[config.mk]
export PLATFORM = sky130hd
export DESIGN_NAME = cvrt_mul
export DESIGN_NICKNAME = d
export VERILOG_FILES = /design/src/cvrt_pkg.sv /design/src/cvrt_mul.sv
export SDC_FILE = /design/constraint.sdc
export NUM_CORES = 1
export LEC_CHECK = 0
export BUFFER_PORTS_ARGS = -buffer_cell sky130_fd_sc_hd__buf_2
export CORE_MARGIN = 2
export CORE_UTILIZATION = 35
export DETAILED_ROUTE_END_ITERATION = 10
export GPL_ROUTABILITY_DRIVEN = 0
export MAX_ROUTING_LAYER = met4
export PLACE_DENSITY = 0.53
export SETUP_SLACK_MARGIN = 0.4
export SYNTH_ARGS = -nofsm -noshare
export SYNTH_HDL_FRONTEND = slang
export SYNTH_SLANG_ARGS = --single-unit
[constraint.sdc]
create_clock -name clk -period 9.1 [get_ports clk]
set_input_delay 0.91 -clock clk [delete_from_list [all_inputs] [get_ports clk]]
set_output_delay 0.91 -clock clk [all_outputs]
set_load 0.01 [all_outputs]
[src/cvrt_pkg.sv]
// ----------------------------------------------------------------------------
// cvrt_pkg: shared types and constants of the circle visit tracker
// Operand widths, control structs and small helpers used by the sequencer
// and by its shared arithmetic units.
// ----------------------------------------------------------------------------
package cvrt_pkg;

	localparam int FRAC_BITS = 8;
	localparam int COORD_W   = 32;
	localparam int STAMP_W   = 32;
	localparam int TIME_W    = STAMP_W + FRAC_BITS;
	localparam int P_W       = FRAC_BITS + 1;
	localparam int CNT_W     = $clog2(FRAC_BITS + 2);
	localparam int RAD_W     = 31;
	localparam int RR_W      = 2 * RAD_W;
	localparam int MAG_W     = 32;
	localparam int MUL_W     = 66;
	localparam int PROD_W    = 2 * MUL_W;
	localparam int DISC_W    = 128;
	localparam int ROOT_W    = DISC_W / 2;
	localparam int SUM_W     = MUL_W + 2;
	localparam int REM_W     = ROOT_W + 4;
	localparam int NB_W      = 7;
	localparam int RES_W     = 48;
	localparam int VIS_W     = 32;
	localparam int IDX_W     = 3;

	localparam logic [IDX_W-1:0] REG_CENTER_X = 3'd0;
	localparam logic [IDX_W-1:0] REG_CENTER_Y = 3'd1;
	localparam logic [IDX_W-1:0] REG_RADIUS   = 3'd2;
	localparam logic [IDX_W-1:0] REG_MAX_GAP  = 3'd3;

	localparam logic [NB_W-1:0] NB_SHORT = NB_W'(MAG_W);
	localparam logic [NB_W-1:0] NB_LONG  = NB_W'(MUL_W);

	typedef struct packed {
		logic            start;
		logic [NB_W-1:0] nbits;
	} mul_req_t;

	typedef struct packed {
		logic done;
	} unit_rsp_t;

	typedef struct packed {
		logic             neg;
		logic [MAG_W-1:0] mag;
	} smag_t;

	// Sign and magnitude of a - b; the magnitude always fits 32 bits.
	function automatic smag_t diff_mag(input logic signed [COORD_W-1:0] a,
	                                   input logic signed [COORD_W-1:0] b);
		logic [COORD_W:0] d;
		logic [COORD_W:0] n;
		smag_t r;
		d = {a[COORD_W-1], a} - {b[COORD_W-1], b};
		n = -d;
		r.neg = d[COORD_W];
		r.mag = d[COORD_W] ? n[MAG_W-1:0] : d[MAG_W-1:0];
		return r;
	endfunction

	// Signed value of a product magnitude.
	function automatic logic signed [SUM_W-1:0] signed_prod(input logic neg,
	                                                       input logic [MUL_W-1:0] p);
		logic signed [SUM_W-1:0] m;
		m = $signed({2'b00, p});
		return neg ? -m : m;
	endfunction

endpackage

[src/cvrt_mul.sv]
// ----------------------------------------------------------------------------
// cvrt_mul: shared shift-and-add multiplier
// Unsigned product of two operands, one multiplier bit per cycle, for a
// requested number of multiplier bits.
// ----------------------------------------------------------------------------
module cvrt_mul import cvrt_pkg::*; (
	input  logic              clk,
	input  logic              arst_n,
	input  mul_req_t          req,
	input  logic [MUL_W-1:0]  a,
	input  logic [MUL_W-1:0]  b,
	output unit_rsp_t         rsp,
	output logic [PROD_W-1:0] prod
);

	logic [PROD_W-1:0] a_q;
	logic [MUL_W-1:0]  b_q;
	logic [PROD_W-1:0] acc_q;
	logic [NB_W-1:0]   cnt_q;
	logic              busy_q;
	logic              done_q;

	always_ff @(posedge clk or negedge arst_n) begin
		if (!arst_n) begin
			a_q    <= '0;
			b_q    <= '0;
			acc_q  <= '0;
			cnt_q  <= '0;
			busy_q <= 1'b0;
			done_q <= 1'b0;
		end else begin
			done_q <= 1'b0;
			if (req.start) begin
				a_q    <= PROD_W'(a);
				b_q    <= b;
				acc_q  <= '0;
				cnt_q  <= req.nbits;
				busy_q <= 1'b1;
			end else if (busy_q) begin
				if (b_q[0]) begin
					acc_q <= acc_q + a_q;
				end
				a_q   <= a_q << 1;
				b_q   <= b_q >> 1;
				cnt_q <= cnt_q - 1'b1;
				if (cnt_q == NB_W'(1)) begin
					busy_q <= 1'b0;
					done_q <= 1'b1;
				end
			end
		end
	end

	assign rsp.done = done_q;
	assign prod     = acc_q;

endmodule

### After elaboration in Yosys (flattened, before gate mapping)

Index checks and enable logic that the tools add are counted.

| storage, ports and cells | value |
|---|---|
| output and inout port bits | 133 |
| flip-flop bits (word level) | 339 |
| bits of input ports | 142 |
| word-level logic and storage cells | 27 |

| operators by class | value |
|---|---|
| add/subtract/negate cells | 2 |
| multiplexer cells | 15 |
| equality and inequality tests | 1 |
| reductions and logical operators | 3 |

Operator list:

| kind | number |
|---|---|
| $mux W132 | 5 |
| $add A132 B132 Y132 | 1 |
| $mux W66 | 2 |
| $mux W7 | 2 |
| $eq A7 B1 Y1 const B | 1 |
| $sub A7 B1 Y7 const B | 1 |
| $mux W1 | 6 |
| $reduce_bool A2 Y1 | 2 |
| $reduce_and A2 Y1 | 1 |

### Logic depth before layout (Yosys ltp)

| logic depth | value |
|---|---|
| depth in word-level cells | 4 |
| depth in mapped cells | 14 |
| gate-level depth less buffers | 14 |

### Least setup slack after synthesis

OpenSTA, ideal clock, no wires.

| timing | value |
|---|---|
| path kind | flip-flop to flip-flop |
| start point | register acc_q[1] (netlist: prod[1]) |
| end point | register acc_q[119] (netlist: prod[119]) |
| setup time | 0.124 ns |
| path buffers | 0 |
| arrival | 3.397 ns |
| clock period less this slack | 3.521 ns |
| required time | 8.976 ns |
| path slack | 5.579 ns |
| cell stages (with the launch flop) | 14 |
| path through | dfrtp_1 > ha_1 > a211oi_2 > o21ai_4 > a31oi_4 > o31ai_4 > a21oi_2 > o31ai_4 > a31oi_1 > or4_4 > o31ai_4 > a31oi_2 > o31a_1 > a211o_1 |

| between the ends | value |
|---|---|
| word-level cells in the longest chain between the ends | 4 |

Ends and longest elaborated chain:

| item | line | text |
|---|---|---|
| start: declaration | cvrt_mul.sv:18 | `logic [PROD_W-1:0] acc_q;` |
| start signal: assignment | cvrt_mul.sv:41 | `acc_q <= acc_q + a_q;` |
| $add A132 B132 Y132 | cvrt_mul.sv:41 |  |
| $mux W132 | cvrt_mul.sv:40 | `if (b_q[0]) begin` |
| $mux W132 | cvrt_mul.sv:39 | `end else if (busy_q) begin` |
| $mux W132 | cvrt_mul.sv:33 | `if (req.start) begin` |

Every way passes these cells. The select of a mux whose other input is x is not followed.
A chain may end at the register's enable or synchronous reset.

### Worst setup path in the final report

| timing | value |
|---|---|
| start point | register acc_q[8] (netlist: prod[8]) |
| end point | register acc_q[123] (netlist: prod[123]) |

The elaborated chain is that of the path after synthesis.

==> flow_summary.ini <==
[status]
status = complete, no violations

[final_layout]
final_util_pct = 40.4
final_cell_mix = nand2_1, dfrtp_1, o21ai_0, a21oi_1, buf_2
final-seq-area_mm2 = 0.00849
areaGrowthSynthToFinish_pct = 14.8
drive_above_1_share_pct = 13.3
layout.nets = 3129
fillers = 6663
layout_commonest_cell = nand2_1
multi_input_area_mm2 = 0.0132
fin_cells = 3748

[drt]
wl_per_cell_um = 19.2
vias_per_cell = 5.43
drt_iter0_drc = 1564
first_pass_iters = 5
ant_nets = 0
vias = 20300
routed_wl_um = 71800
remaining_drc_errors = 0

[die]
design.die.area_mm2 = 0.0664
core_area_mm2 = 0.0640
fp.dieW_um = 258
start_util_pct = 35.2
rows = 93
io_pins = 275
die_h_um = 258

[global_route]
grt_max_degree = 159
grtUsageTotal_pct = 22.1
antenna_found_initial = 7
globalRouteOverflowTotal = 0
grt_pass1_wl_um = 115000
grt_pass1_vias = 20300

[setup_path]
crit_family = compound AO/OA/AOI/OAI gates
crit_fanout = 6
crit_type = flip-flop to flip-flop
cp-end-kind = flip-flop
rr_endpoint = prod[123]
reg2reg_depth = 13
crit_end = prod[123]
crit_chain = ha_1 -> a21oi_1 -> nor2_1 -> a211oi_1 -> o31ai_4 -> o31ai_1 -> o21ai_1 -> a2111oi_0 -> nor2_1 -> a21o_1 -> a211oi_1 -> xor2_1 -> o21ai_1
slowest_stage = a2111oi_0
r2r_slack_ns = 4.51
critPathLaunchType = flip-flop
cp.arrival_ns = 5.02
cp.required_ns = 9.53
r2r-start = prod[8]
path_depth = 13
crit_buf_inv = 0
crit_start = prod[8]
slowest_delay_ns = 0.68

[sta]
fin_ws_ns = 4.51
clock_skew_ns = 0.0229
final_hold_viol_count = 0
worstMarginPinSlew_ns = 1.19
finalMaxSlewViolations = 0
post-route-min-period_ns = 4.59
slew_headroom_pct = 20.9
max_clock_freq_mhz = 218
fin_hold_ws_ns = 0.401
rsz0062_at_grt = false
setup_tns_ns = 0
fin_crit_sh_pct = 50.4
setup_viol = 0

[pwr]
vdd_drop_max_mv = 0.104
p_leak_nw = 13.0
powerDensity_mw_per_mm2 = 173

[hold_path]
hp-class = input pin to asynchronous set/reset pin

[clocking]
htreeDepth = 2
holdBufCountCts = 0
clk_pin_slew_ns = 0.06
ctsResizeCount = 0
clock_sinks = 339
post_cts_buffers = 0
clock_latency_ns = 0.59
tritoncts = yes
cts-root-buf = clkbuf_16
clockBufferDepth = 3
cts_buffers = 43

[placed_design]
dp_slack_ns = 4.50
post-dp-hpwl_um = 52900
io_buffers = 274
placed_cells = 3663

[flow_run]
max_cap_viol_count = 0

[synthesis]
ys_types = 74
synthCells = 2681
yosysSeqAreaShare_pct = 37.7
syn_avg_cell_area_um2 = 8.40
async_flop_share_pct = 100
ys_seq_elements = 339
synth_warnings = 0
synthFlopType = dfrtp_1
syn_nets = 2957
synth_edf_count = 0
syn_area_mm2 = 0.0225
==> metrics by stage <==
step                total power [mW]  instance area (um^2)
floorplan                       2.39                 22500
detailed placement              2.73                 24400
global route                    4.73                 25900
CTS                             4.53                 25800
global placement                2.72                 24400
finish                          4.47                 25900
==> worst register-to-register path: cells and delay by family, from the launching register on <==
family	cells	cell delay, ns
AO/OA/AOI/OAI	9	3.16
flip-flops	1	0.40
adder cells (fa/ha/maj)	1	0.38
AND/OR/NAND/NOR	2	0.32
XOR/XNOR	1	0.17
==> how the worst min path moves through the flow <==
stage	start	end
after global routing	arst_n	a_q[56]
after floorplan	a_q[131]	a_q[131]
after CTS	arst_n	a_q[55]
after global placement	prod[26]	prod[26]
final	arst_n	a_q[55]
after detailed placement	prod[83]	prod[83]
==> routing by layer <==
metal	GRT usage, %	up-vias	part of all wire (%)
met5	-	-	0
met4	5.12	0	2.0
met3	4.10	86	5.8
met2	35.1	560	46
met1	29.2	9835	46
li1	-	9857	-
==> where the power goes <==
| part | total (mW) | switching (mW) | internal, mW |
|---|---|---|---|
| registers | 1.73 | 0.108 | 1.62 |
| logic | 0.979 | 0.620 | 0.359 |
| clock network | 1.77 | 0.720 | 1.05 |
| total | 4.47 | 1.45 | 3.03 |
==> registers in the layout, summed over array words and instances (netlist names) <==
name,flops
prod,132
cnt_q,7
b_q,66
rsp,1
busy_q,1
a_q,132
==> cell families (layout without fill, tap and decap cells) <==
logic type,Yosys count,in the layout,synth area share (%)
buf+inv,204,409,3.98
simple gates,867,867,16.4
mux,197,197,8.75
compound gates,812,812,20.8
other cells,0,7,0
fa+ha+maj,134,134,7.48
xor+xnor,128,128,4.98
flops,339,339,37.7
==> area by class of cell <==
class | instances | area share [%]
well taps | 855 | 4.14
clock inverters | 17 | 0.788
diodes | 7 | 0.0677
repair buffers | 288 | 5.83
flip-flops and latches | 339 | 32.8
multi-input cells | 2138 | 50.9
clock buffers | 61 | 4.85
inverters | 43 | 0.624
==> synthesized netlist by cell type, types with 18 or more instances <==
cell type  instances  area share, %
a21o_1            51            1.7
a21oi_1          283            6.3
buf_1             21           0.35
clkbuf_1         123            2.0
dfrtp_1          339             38
ha_1             133            7.4
inv_1             43           0.72
mux2i_1          197            8.8
nand2_1          477            7.9
nand3_1           21           0.47
nand4_1           65            1.8
nor2_1           203            3.4
nor3_1            34           0.76
o21a_1            18           0.60
o21ai_0          305            6.8
o21ai_1           20           0.44
o21bai_1          41            1.4
xnor2_1           79            3.1
xor2_1            49            1.9
(Power assumes the default switching activity.)
