## src/cvrt_pkg.sv

```systemverilog
// ----------------------------------------------------------------------------
// cvrt_pkg: shared types and constants of the circle visit tracker
// Operand widths, control structs and small helpers used by the sequencer
// and by its shared arithmetic units.
// ----------------------------------------------------------------------------
package cvrt_pkg;

	localparam int FRAC_BITS = 8;
	localparam int COORD_W   = 32;
	localparam int STAMP_W   = 32;
	localparam int TIME_W    = STAMP_W + FRAC_BITS;
	localparam int P_W       = FRAC_BITS + 1;
	localparam int CNT_W     = $clog2(FRAC_BITS + 2);
	localparam int RAD_W     = 31;
	localparam int RR_W      = 2 * RAD_W;
	localparam int MAG_W     = 32;
	localparam int MUL_W     = 66;
	localparam int PROD_W    = 2 * MUL_W;
	localparam int DISC_W    = 128;
	localparam int ROOT_W    = DISC_W / 2;
	localparam int SUM_W     = MUL_W + 2;
	localparam int REM_W     = ROOT_W + 4;
	localparam int NB_W      = 7;
	localparam int RES_W     = 48;
	localparam int VIS_W     = 32;
	localparam int IDX_W     = 3;

	localparam logic [IDX_W-1:0] REG_CENTER_X = 3'd0;
	localparam logic [IDX_W-1:0] REG_CENTER_Y = 3'd1;
	localparam logic [IDX_W-1:0] REG_RADIUS   = 3'd2;
	localparam logic [IDX_W-1:0] REG_MAX_GAP  = 3'd3;

	localparam logic [NB_W-1:0] NB_SHORT = NB_W'(MAG_W);
	localparam logic [NB_W-1:0] NB_LONG  = NB_W'(MUL_W);

	typedef struct packed {
		logic            start;
		logic [NB_W-1:0] nbits;
	} mul_req_t;

	typedef struct packed {
		logic done;
	} unit_rsp_t;

	typedef struct packed {
		logic             neg;
		logic [MAG_W-1:0] mag;
	} smag_t;

	// Sign and magnitude of a - b; the magnitude always fits 32 bits.
	function automatic smag_t diff_mag(input logic signed [COORD_W-1:0] a,
	                                   input logic signed [COORD_W-1:0] b);
		logic [COORD_W:0] d;
		logic [COORD_W:0] n;
		smag_t r;
		d = {a[COORD_W-1], a} - {b[COORD_W-1], b};
		n = -d;
		r.neg = d[COORD_W];
		r.mag = d[COORD_W] ? n[MAG_W-1:0] : d[MAG_W-1:0];
		return r;
	endfunction

	// Signed value of a product magnitude.
	function automatic logic signed [SUM_W-1:0] signed_prod(input logic neg,
	                                                       input logic [MUL_W-1:0] p);
		logic signed [SUM_W-1:0] m;
		m = $signed({2'b00, p});
		return neg ? -m : m;
	endfunction

endpackage

```

## src/cvrt_sqrt.sv

```systemverilog
// ----------------------------------------------------------------------------
// cvrt_sqrt: digit-by-digit integer square root
// Floor of the square root of a 128-bit value, one root bit per cycle.
// ----------------------------------------------------------------------------
module cvrt_sqrt import cvrt_pkg::*; (
	input  logic              clk,
	input  logic              arst_n,
	input  logic              start,
	input  logic [DISC_W-1:0] n,
	output unit_rsp_t         rsp,
	output logic [ROOT_W-1:0] root
);

	logic [DISC_W-1:0] n_q;
	logic [REM_W-1:0]  rem_q;
	logic [ROOT_W-1:0] root_q;
	logic [NB_W-1:0]   cnt_q;
	logic              busy_q;
	logic              done_q;
	logic [REM_W-1:0]  rem_s;
	logic [REM_W-1:0]  trial;

	always_comb begin
		rem_s = {rem_q[REM_W-3:0], n_q[DISC_W-1:DISC_W-2]};
		trial = REM_W'({root_q, 2'b01});
	end

	always_ff @(posedge clk or negedge arst_n) begin
		if (!arst_n) begin
			n_q    <= '0;
			rem_q  <= '0;
			root_q <= '0;
			cnt_q  <= '0;
			busy_q <= 1'b0;
			done_q <= 1'b0;
		end else begin
			done_q <= 1'b0;
			if (start) begin
				n_q    <= n;
				rem_q  <= '0;
				root_q <= '0;
				cnt_q  <= NB_W'(ROOT_W);
				busy_q <= 1'b1;
			end else if (busy_q) begin
				n_q <= n_q << 2;
				if (rem_s >= trial) begin
					rem_q  <= rem_s - trial;
					root_q <= {root_q[ROOT_W-2:0], 1'b1};
				end else begin
					rem_q  <= rem_s;
					root_q <= {root_q[ROOT_W-2:0], 1'b0};
				end
				cnt_q <= cnt_q - 1'b1;
				if (cnt_q == NB_W'(1)) begin
					busy_q <= 1'b0;
					done_q <= 1'b1;
				end
			end
		end
	end

	assign rsp.done = done_q;
	assign root     = root_q;

endmodule

```

## config.mk

```make
export PLATFORM = sky130hd
export DESIGN_NAME = cvrt_sqrt
export DESIGN_NICKNAME = d
export VERILOG_FILES = /design/src/cvrt_pkg.sv /design/src/cvrt_sqrt.sv
export SDC_FILE = /design/constraint.sdc
export NUM_CORES = 1
export LEC_CHECK = 0
export BUFFER_PORTS_ARGS = -buffer_cell sky130_fd_sc_hd__buf_2
export CAP_MARGIN = 20
export CORE_MARGIN = 3
export CORE_UTILIZATION = 59
export CTS_CLUSTER_DIAMETER = 100
export DETAILED_ROUTE_END_ITERATION = 10
export PLACE_DENSITY = 0.89
export SETUP_SLACK_MARGIN = 0.02
export SYNTH_ARGS = -nofsm -noshare
export SYNTH_HDL_FRONTEND = slang
export SYNTH_SLANG_ARGS = --single-unit
```

## constraint.sdc

```tcl
create_clock -name clk -period 3.9 [get_ports clk]
set_input_delay 0.39 -clock clk [delete_from_list [all_inputs] [get_ports clk]]
set_output_delay 0.39 -clock clk [all_outputs]
set_load 0.02 [all_outputs]
```

Word level (Yosys, flattened, before mapping)
Cells that the tools add are included.
- flip-flop bits (word level): 267
- latch bits: 0
- bits in writable memories: 0
- bits in read-only memories: 0
- input port bits: 131
- output and inout port bits: 65
- logic and storage cells: 27
- memories: 0
- $add $sub $neg: 2
- multipliers: 0
- div/mod/pow operators: 0
- magnitude comparators: 1
- eq/ne operators: 1
- shift-type cells: 0
- muxes and demuxes: 16
- bitwise logic cells: 0
- reduce and logical (&&, ||, !) cells: 1
- operators with widths (operator ; number):
    $mux 128 ; 2
    $mux 66 ; 3
    $mux 64 ; 2
    $ge 68x66->1 ; 1
    $sub 66x66->66 ; 1
    $mux 7 ; 2
    $eq 7x1->1 const B ; 1
    $mux 1 ; 7
    $sub 7x1->7 const B ; 1
    $reduce_bool 2->1 ; 1

Longest topological paths before layout
Gate-level depths: netlist of the first run.
- depth in word-level cells: 4
- depth in mapped cells: 16
- mapped depth without buffers: 12

Least setup slack after synthesis of the first run
OpenSTA, ideal clock, no wires.
- kind: flip-flop to flip-flop
- start: reg root_q[29] (netlist: root[29])
- end: reg rem_q[64]
- library setup time: 0.094 ns
- data arrival time: 2.971 ns
- required time: 3.806 ns
- setup slack: 0.835 ns
- stages on the path, launching flop included: 13
- path buffers: 0
- clock period less this slack: 3.065 ns
- cells stage by stage: dfrtp_1 inv_1 ha_1 a21oi_2 o21ai_2 a2111oi_4 nor2_2 nor4_4 nor2_1 a21oi_1 nand2b_1 mux2_2 a211oi_1
- word-level cells in the longest chain between the ends: 4
- elaborated cells on any way between the ends: 5
- those cells by class: 1 x add/sub; 1 x order compare; 3 x mux
- RTL lines (what ; RTL line ; text):
    start, declared ; cvrt_sqrt.sv:16 ; logic [ROOT_W-1:0] root_q;
    start signal, assigned ; cvrt_sqrt.sv:48 ; root_q <= {root_q[ROOT_W-2:0], 1'b1};
    start signal, assigned ; cvrt_sqrt.sv:51 ; root_q <= {root_q[ROOT_W-2:0], 1'b0};
    $sub 66x66->66 / $ge 68x66->1 (equally long branches) ; cvrt_sqrt.sv:47, cvrt_sqrt.sv:46 ;
    $mux 66 (*) ; cvrt_sqrt.sv:46 ; if (rem_s >= trial) begin
    $mux 66 (*) ; cvrt_sqrt.sv:44 ; end else if (busy_q) begin
    $mux 66 (*) ; cvrt_sqrt.sv:38 ; if (start) begin
    end signal, assigned ; cvrt_sqrt.sv:47 ; rem_q <= rem_s - trial;
    end signal, assigned ; cvrt_sqrt.sv:50 ; rem_q <= rem_s;
    end, declared ; cvrt_sqrt.sv:15 ; logic [REM_W-1:0] rem_q;
Every way passes the cells marked *; elsewhere a longest branch is shown, timed or not. The select of a mux whose other input is x is not followed.
A chain may end at the register's enable or synchronous reset.

Worst setup path in the final report of the first run
- start: reg root_q[51] (netlist: root[51])
- end: reg rem_q[28]
- word-level cells in the longest chain between the ends: 4
- RTL lines (what ; RTL line):
    $ge 68x66->1 ; cvrt_sqrt.sv:46
    $mux 66 ; cvrt_sqrt.sv:46
    $mux 66 ; cvrt_sqrt.sv:44
    $mux 66 ; cvrt_sqrt.sv:38
Every way passes these cells. The select of a mux whose other input is x is not followed.

==> results of run 1 <==
per-stage QoR:
stage / total power, mW / instance area [um^2] / hold slack, ns
finish: 14.3 / 18700 / 0.0315
global route: 15.3 / 18700 / 0.0309
CTS: 14.1 / 18700 / 0.0126
detailed placement: 10.9 / 17600 / 0.507
global placement: 10.7 / 17600 / 0.489
floorplan: 9.26 / 16400 / 0.0944
power by group through the flow:
stage | Sequential (mW) | Clock, mW | Combinational [mW]
final | 3.56 | 3.16 | 7.52
after global routing | 3.61 | 3.32 | 8.32
after floorplan | 3.50 | 0 | 5.76
after global placement | 3.57 | 0 | 7.15
after detailed placement | 3.59 | 0 | 7.32
after CTS | 3.55 | 3.19 | 7.40
registers in the layout, indices dropped and copies added (netlist names):
signal  count
cnt_q       7
rem_q      66
n_q       128
busy_q      1
rsp         1
root       64
layout make-up:
cell class,instances,area [um^2]
Multi-Input combinational cell,1362,8880
Tap cell,372,465
Clock inverter,11,190
Fill cell,1995,8410
Timing Repair Buffer,212,1200
Clock buffer,45,928
Inverter,90,338
Sequential cell,267,6690
cells by family after synthesis:
| kind of cell | count (synthesis) | synth area share (%) |
|---|---|---|
| buffers and inverters | 204 | 4.94 |
| XOR/XNOR | 55 | 2.94 |
| AO/OA/AOI/OAI | 508 | 19.5 |
| flip-flops | 267 | 40.8 |
| AND/OR/NAND/NOR | 529 | 14.2 |
| multiplexers | 202 | 12.4 |
| adder cells (fa/ha/maj) | 68 | 5.20 |
routing by layer:
metal | track usage [%] | share of wire, % | vias to the layer above | wire length (um)
met3 | 4.59 | 8.0 | 130 | 3320
met1 | 36.1 | 41 | 6709 | 17100
met4 | 9.94 | 3.7 | 0 | 1540
met5 | 0 | 0 | - | 0
met2 | 46.2 | 47 | 621 | 19800
li1 | - | - | 6739 | -
how the worst max path moves through the flow:
stage | end | slack [ns] | from
6_report | rem_q[28] | 0.37 | root[51]
5_1_grt | rem_q[8] | 0.20 | root[55]
4_1_cts | rem_q[43] | 0.43 | root[51]
3_5_place_dp | rem_q[43] | 0.48 | root[51]
3_3_place_gp | rem_q[43] | 0.47 | root[53]
2_1_floorplan | rem_q[64] | 0.84 | root[29]
critical path: cells and delay by family, from the launching register on:
family / cells / cell delay [ns]
compound gates: 8 / 1.64
simple gates: 2 / 0.49
fa+ha+maj: 1 / 0.44
flops: 1 / 0.40
buf+inv: 2 / 0.36
timing repair:
action / in CTS / in global routing
setup endpoints to repair: 0 / 0
gates resized for setup: 0 / 0
hold endpoints to repair: 54 / 0
hold buffers: 1 / 0
cells in the final DEF (no fill, tap or decap), types with 12 or more instances in the layout:
master	synthesis	routed
dfrtp_1	267	266
nand2_1	222	222
mux2i_1	198	198
buf_2	21	193
nor2_1	181	181
o21ai_0	180	180
a21oi_1	118	118
inv_1	90	90
ha_1	68	68
a211oi_1	38	38
xnor2_1	37	37
clkbuf_16	0	31
a21o_1	25	25
nand4_1	23	23
o21bai_1	22	22
nand3_1	21	21
o211ai_1	18	18
xor2_1	18	18
nor3_1	17	17
o21a_1	13	13
and3_1	13	13
o211a_1	12	12
==> results.json, run 1 <==
{
  "status": "complete, no violations",
  "die_x_um": 173,
  "grt_usage_pct": 27.5,
  "dr_total_vias": 14200,
  "cts_buffer_depth": 3,
  "cp-end-kind": "register",
  "hpwlAfterDp_mm": 28.5,
  "seq_power_share_pct": 25.0,
  "synth-edff-count": 0,
  "fmax_ghz": 0.283,
  "clock_power_share_pct": 22.2,
  "io_buffer_count": 195,
  "netlist_instances": 1833,
  "synthArstFlopShare_pct": 100,
  "cts_setup_buffers": 0,
  "cts_tree": "yes",
  "min_from": "n[112]",
  "switching_share_pct": 41.9,
  "pre_cts_ws_ns": 0.485,
  "slowest_stage": "ha_1",
  "dpl.cell_count": 2302,
  "synthFlopType": "dfrtp_1",
  "r2r-start": "root[51]",
  "worstHoldEndpoint": "n_q[112]",
  "setup_ws_ns": 0.370,
  "antenna_cells": 0,
  "required_ns": 4.30,
  "crit_arrival_ns": 3.93,
  "grt_first_pass_wirelength_mm": 69.6,
  "slew_violations": 0,
  "dr.pass1.iters": 7,
  "holdCritPathClass": "in -> reg",
  "fin_nets": 2162,
  "ys_ff_latch": 267,
  "die-area_um2": 29800,
  "crit_fanout": 50,
  "finalNonFillerCells": 2359,
  "cts_buffers": 30,
  "synth.most_common_cell": "dfrtp_1",
  "leakagePower_nw": 10.1,
  "yosys.area.top_type": "dfrtp_1",
  "antenna_found_initial": 0,
  "ant_nets": 0,
  "fp.dieH_um": 173,
  "synthesis.area_um2": 16400,
  "hold_viol": 0,
  "syn_area_per_cell_um2": 8.93,
  "synth_cell_types": 76,
  "wirelength_mm": 41.7,
  "switching_power_mw": 5.98,
  "io_pins": 196,
  "htree_num_levels": 1,
  "clockRootBuffer": "clkbuf_16",
  "rows": 60,
  "clkTransAtPathRegs_ns": 0.07,
  "drt_iter0_drc": 1107,
  "timing.rr.end": "rem_q[28]",
  "route.detailed.drc": 0,
  "areaGrowthSynthToFinish_pct": 14.2,
  "routabilityCongestion": 1.03,
  "skew_ns": 0.0190,
  "critPathKind": "reg -> reg",
  "setup-tns-final_ns": 0,
  "p_per_area_nw_per_um2": 763,
  "path_cells": "inv_1 > ha_1 > a21oi_1 > o21ai_0 > a31o_2 > a211oi_1 > a21boi_1 > a31o_2 > nor2_4 > buf_12 > nor2_1 > a21oi_1 > a211oi_1",
  "p_int_mw": 8.27,
  "grt_setup_unrepaired": "no",
  "yosysWarnings": 0,
  "worst_pin_slew_ns": 0.960,
  "timing.final.crit_share_pct": 90.5,
  "setup_violations": 0,
  "pwr-share-comb_pct": 52.8,
  "final_layout_size_suffix_gt1_share_pct": 14.9,
  "clkLatencyLatePin_ns": 0.57,
  "rr_worst_depth": 13,
  "synth_area_leaders": "dfrtp_1 (41%), mux2i_1 (12%), o21ai_0 (5.5%), ha_1 (5.2%), nand2_1 (5.1%)",
  "drt-vias-per-instance": 6.02,
  "cap_viol_max_count": 0,
  "initial_core_util_pct": 60.4,
  "clock_sinks": 267,
  "r2r_slack_ns": 0.37,
  "hold_path_depth": 3,
  "worst_setup_path_start_kind": "register",
  "grt_max_degree": 203,
  "synthTopCellsByCount": "dfrtp_1 (267), nand2_1 (222), mux2i_1 (198), nor2_1 (181), o21ai_0 (180)",
  "coreArea_um2": 27100,
  "finish.utilization_pct": 69.0,
  "syn-num-nets": 2032,
  "grt_overflow": 0,
  "grt_pass1_vias": 14100,
  "max_stage_delay_ns": 0.44,
  "seq_area_frac_synth_pct": 40.8,
  "relSlewSlack_pct": 36.0,
  "irDropWorstVdd_mv": 0.427,
  "drt-wirelength-per-cell_um": 17.7,
  "synthDominantCellAreaShare_pct": 40.8,
  "layout_min_cycle_time_ns": 3.53
}
Power figures use the tool's default switching activity.
==> inputs of run 2 (changes only) <==
--- a/config.mk
+++ b/config.mk
@@ -8,10 +8,10 @@
 export BUFFER_PORTS_ARGS = -buffer_cell sky130_fd_sc_hd__buf_2
 export CAP_MARGIN = 20
 export CORE_MARGIN = 3
-export CORE_UTILIZATION = 59
+export CORE_UTILIZATION = 35
 export CTS_CLUSTER_DIAMETER = 100
 export DETAILED_ROUTE_END_ITERATION = 10
-export PLACE_DENSITY = 0.89
+export PLACE_DENSITY = 0.61
 export SETUP_SLACK_MARGIN = 0.02
 export SYNTH_ARGS = -nofsm -noshare
 export SYNTH_HDL_FRONTEND = slang
==> results.json, run 2 (same netlist as run 1, synthesis figures left out) <==
{
  "hold_viol": 0,
  "route.detailed.drc": 0,
  "fin_nets": 2282,
  "htree_num_levels": 1,
  "leakagePower_nw": 10.5,
  "layout_min_cycle_time_ns": 3.61,
  "cp-end-kind": "register",
  "final_cell_mix": "dfrtp_1 (266), nand2_1 (222), mux2i_1 (198)",
  "coreArea_um2": 45800,
  "holdCritPathClass": "in -> reg",
  "path_cells": "inv_1 > ha_1 > a21oi_1 > o21ai_0 > a31o_2 > a211oi_1 > a21boi_1 > a31o_2 > or2_1 > buf_4 > or3_1 > o21ai_0 > a211oi_1",
  "setup-tns-final_ns": 0,
  "cts.hold.buffers_added": 109,
  "clock_sinks": 267,
  "clockRootBuffer": "clkbuf_16",
  "critPathKind": "reg -> reg",
  "cts_buffer_depth": 3,
  "grt_overflow": 0,
  "drt-vias-per-instance": 5.23,
  "hpwlAfterDp_mm": 30.7,
  "grt_max_degree": 196,
  "largest_reg_flops": 128,
  "dr_total_vias": 14200,
  "antenna_found_initial": 1,
  "grt_setup_unrepaired": "no",
  "max_stage_delay_ns": 0.47,
  "fmax_ghz": 0.277,
  "io_pins": 196,
  "grt_first_pass_wirelength_mm": 74.7,
  "rows": 78,
  "irDropWorstVdd_mv": 0.438,
  "die-area_um2": 49400,
  "crit_fanout": 13,
  "regMostFlops": "n_q",
  "dpl.cell_count": 2540,
  "cap_viol_max_count": 0,
  "status": "complete, no violations",
  "cts_buffers": 31,
  "relSlewSlack_pct": 22.5,
  "layout_commonest_cell": "dfrtp_1",
  "io_buffer_count": 195,
  "grt_pass1_vias": 14500,
  "cts_setup_buffers": 0,
  "initial_core_util_pct": 35.7,
  "worst_setup_path_start_kind": "register",
  "fp.dieH_um": 222,
  "finalNonFillerCells": 2707,
  "required_ns": 4.34,
  "crit_arrival_ns": 4.04,
  "areaGrowthSynthToFinish_pct": 22.7,
  "slew_violations": 0,
  "antenna_cells": 0,
  "worst_pin_slew_ns": 1.16,
  "skew_ns": 0.0232,
  "cts.repair.resized": 0,
  "final_layout_size_suffix_gt1_share_pct": 14.4,
  "drt-wirelength-per-cell_um": 16.6,
  "fin_area_um2": 20100,
  "clkLatencyLatePin_ns": 0.60,
  "die_x_um": 222,
  "hold-worst-slack_ns": 0.0292,
  "routabilityCongestion": 0.927,
  "setup_violations": 0,
  "slowest_stage": "or2_1",
  "dr.pass1.iters": 5,
  "wirelength_mm": 44.8,
  "clkTransAtPathRegs_ns": 0.07,
  "ant_nets": 0,
  "drt_iter0_drc": 801,
  "grt_usage_pct": 17.9,
  "p_per_area_nw_per_um2": 711,
  "cts_tree": "yes",
  "dpl_cell_area_um2": 17900,
  "timing.final.crit_share_pct": 92.5
}
==> run 2: routing by layer <==
layer / wire (um) / vias up / global-route usage (%) / share of wire, %
met2: 21000 / 358 / 30.1 / 47
met1: 20000 / 6718 / 23.5 / 45
met5: 13 / - / 0 / 0.029
met4: 1450 / 2 / 5.49 / 3.2
met3: 2320 / 91 / 3.17 / 5.2
li1: - / 6982 / - / -
==> run 2: final timing paths <==
path	from	endpoint	slack (ns)	cells past startpoint
min	n[111]	n_q[111]	0.03	3
max reg2reg	root[55]	rem_q[62]	0.29	13
max	root[55]	rem_q[62]	0.29	13
min in group asynchronous	arst_n	rem_q[19]	0.41	2
min reg2reg	cnt_q[6]	cnt_q[6]	0.51	2
max in group asynchronous	arst_n	n_q[25]	2.47	3
==> run 2: worst max-delay path: cells and delay by family (launching register included) <==
kind / cells / cell delay (ns)
compound gates: 8 / 1.52
fa+ha+maj: 1 / 0.40
buf+inv: 2 / 0.38
flops: 1 / 0.39
simple gates: 2 / 0.78
==> run 2: metrics by stage <==
step	total power [mW]	worst slack [ns]	util (%)
4_1_cts	14.3	0.297	43.9
3_3_place_gp	11.1	0.284	39.2
2_1_floorplan	9.26	0.835	-
5_1_grt	15.4	0.0819	43.9
3_5_place_dp	11.1	0.311	39.2
6_report	14.3	0.292	43.9
==> run 2: area by class of cell <==
class / instances / area (um^2)
timing repair buffer: 331 / 2380
clock inverter: 11 / 148
multi-input combinational: 1362 / 8880
tap: 600 / 751
clock buffer: 46 / 902
fill: 4411 / 25700
sequential: 267 / 6690
inverter: 90 / 338
==> run 2: power by group <==
group,switching [mW],internal (mW),leakage (nW)
Clock,1.22,1.79,0.518
Combinational,4.49,3.21,6.60
Sequential,0.347,3.22,3.43
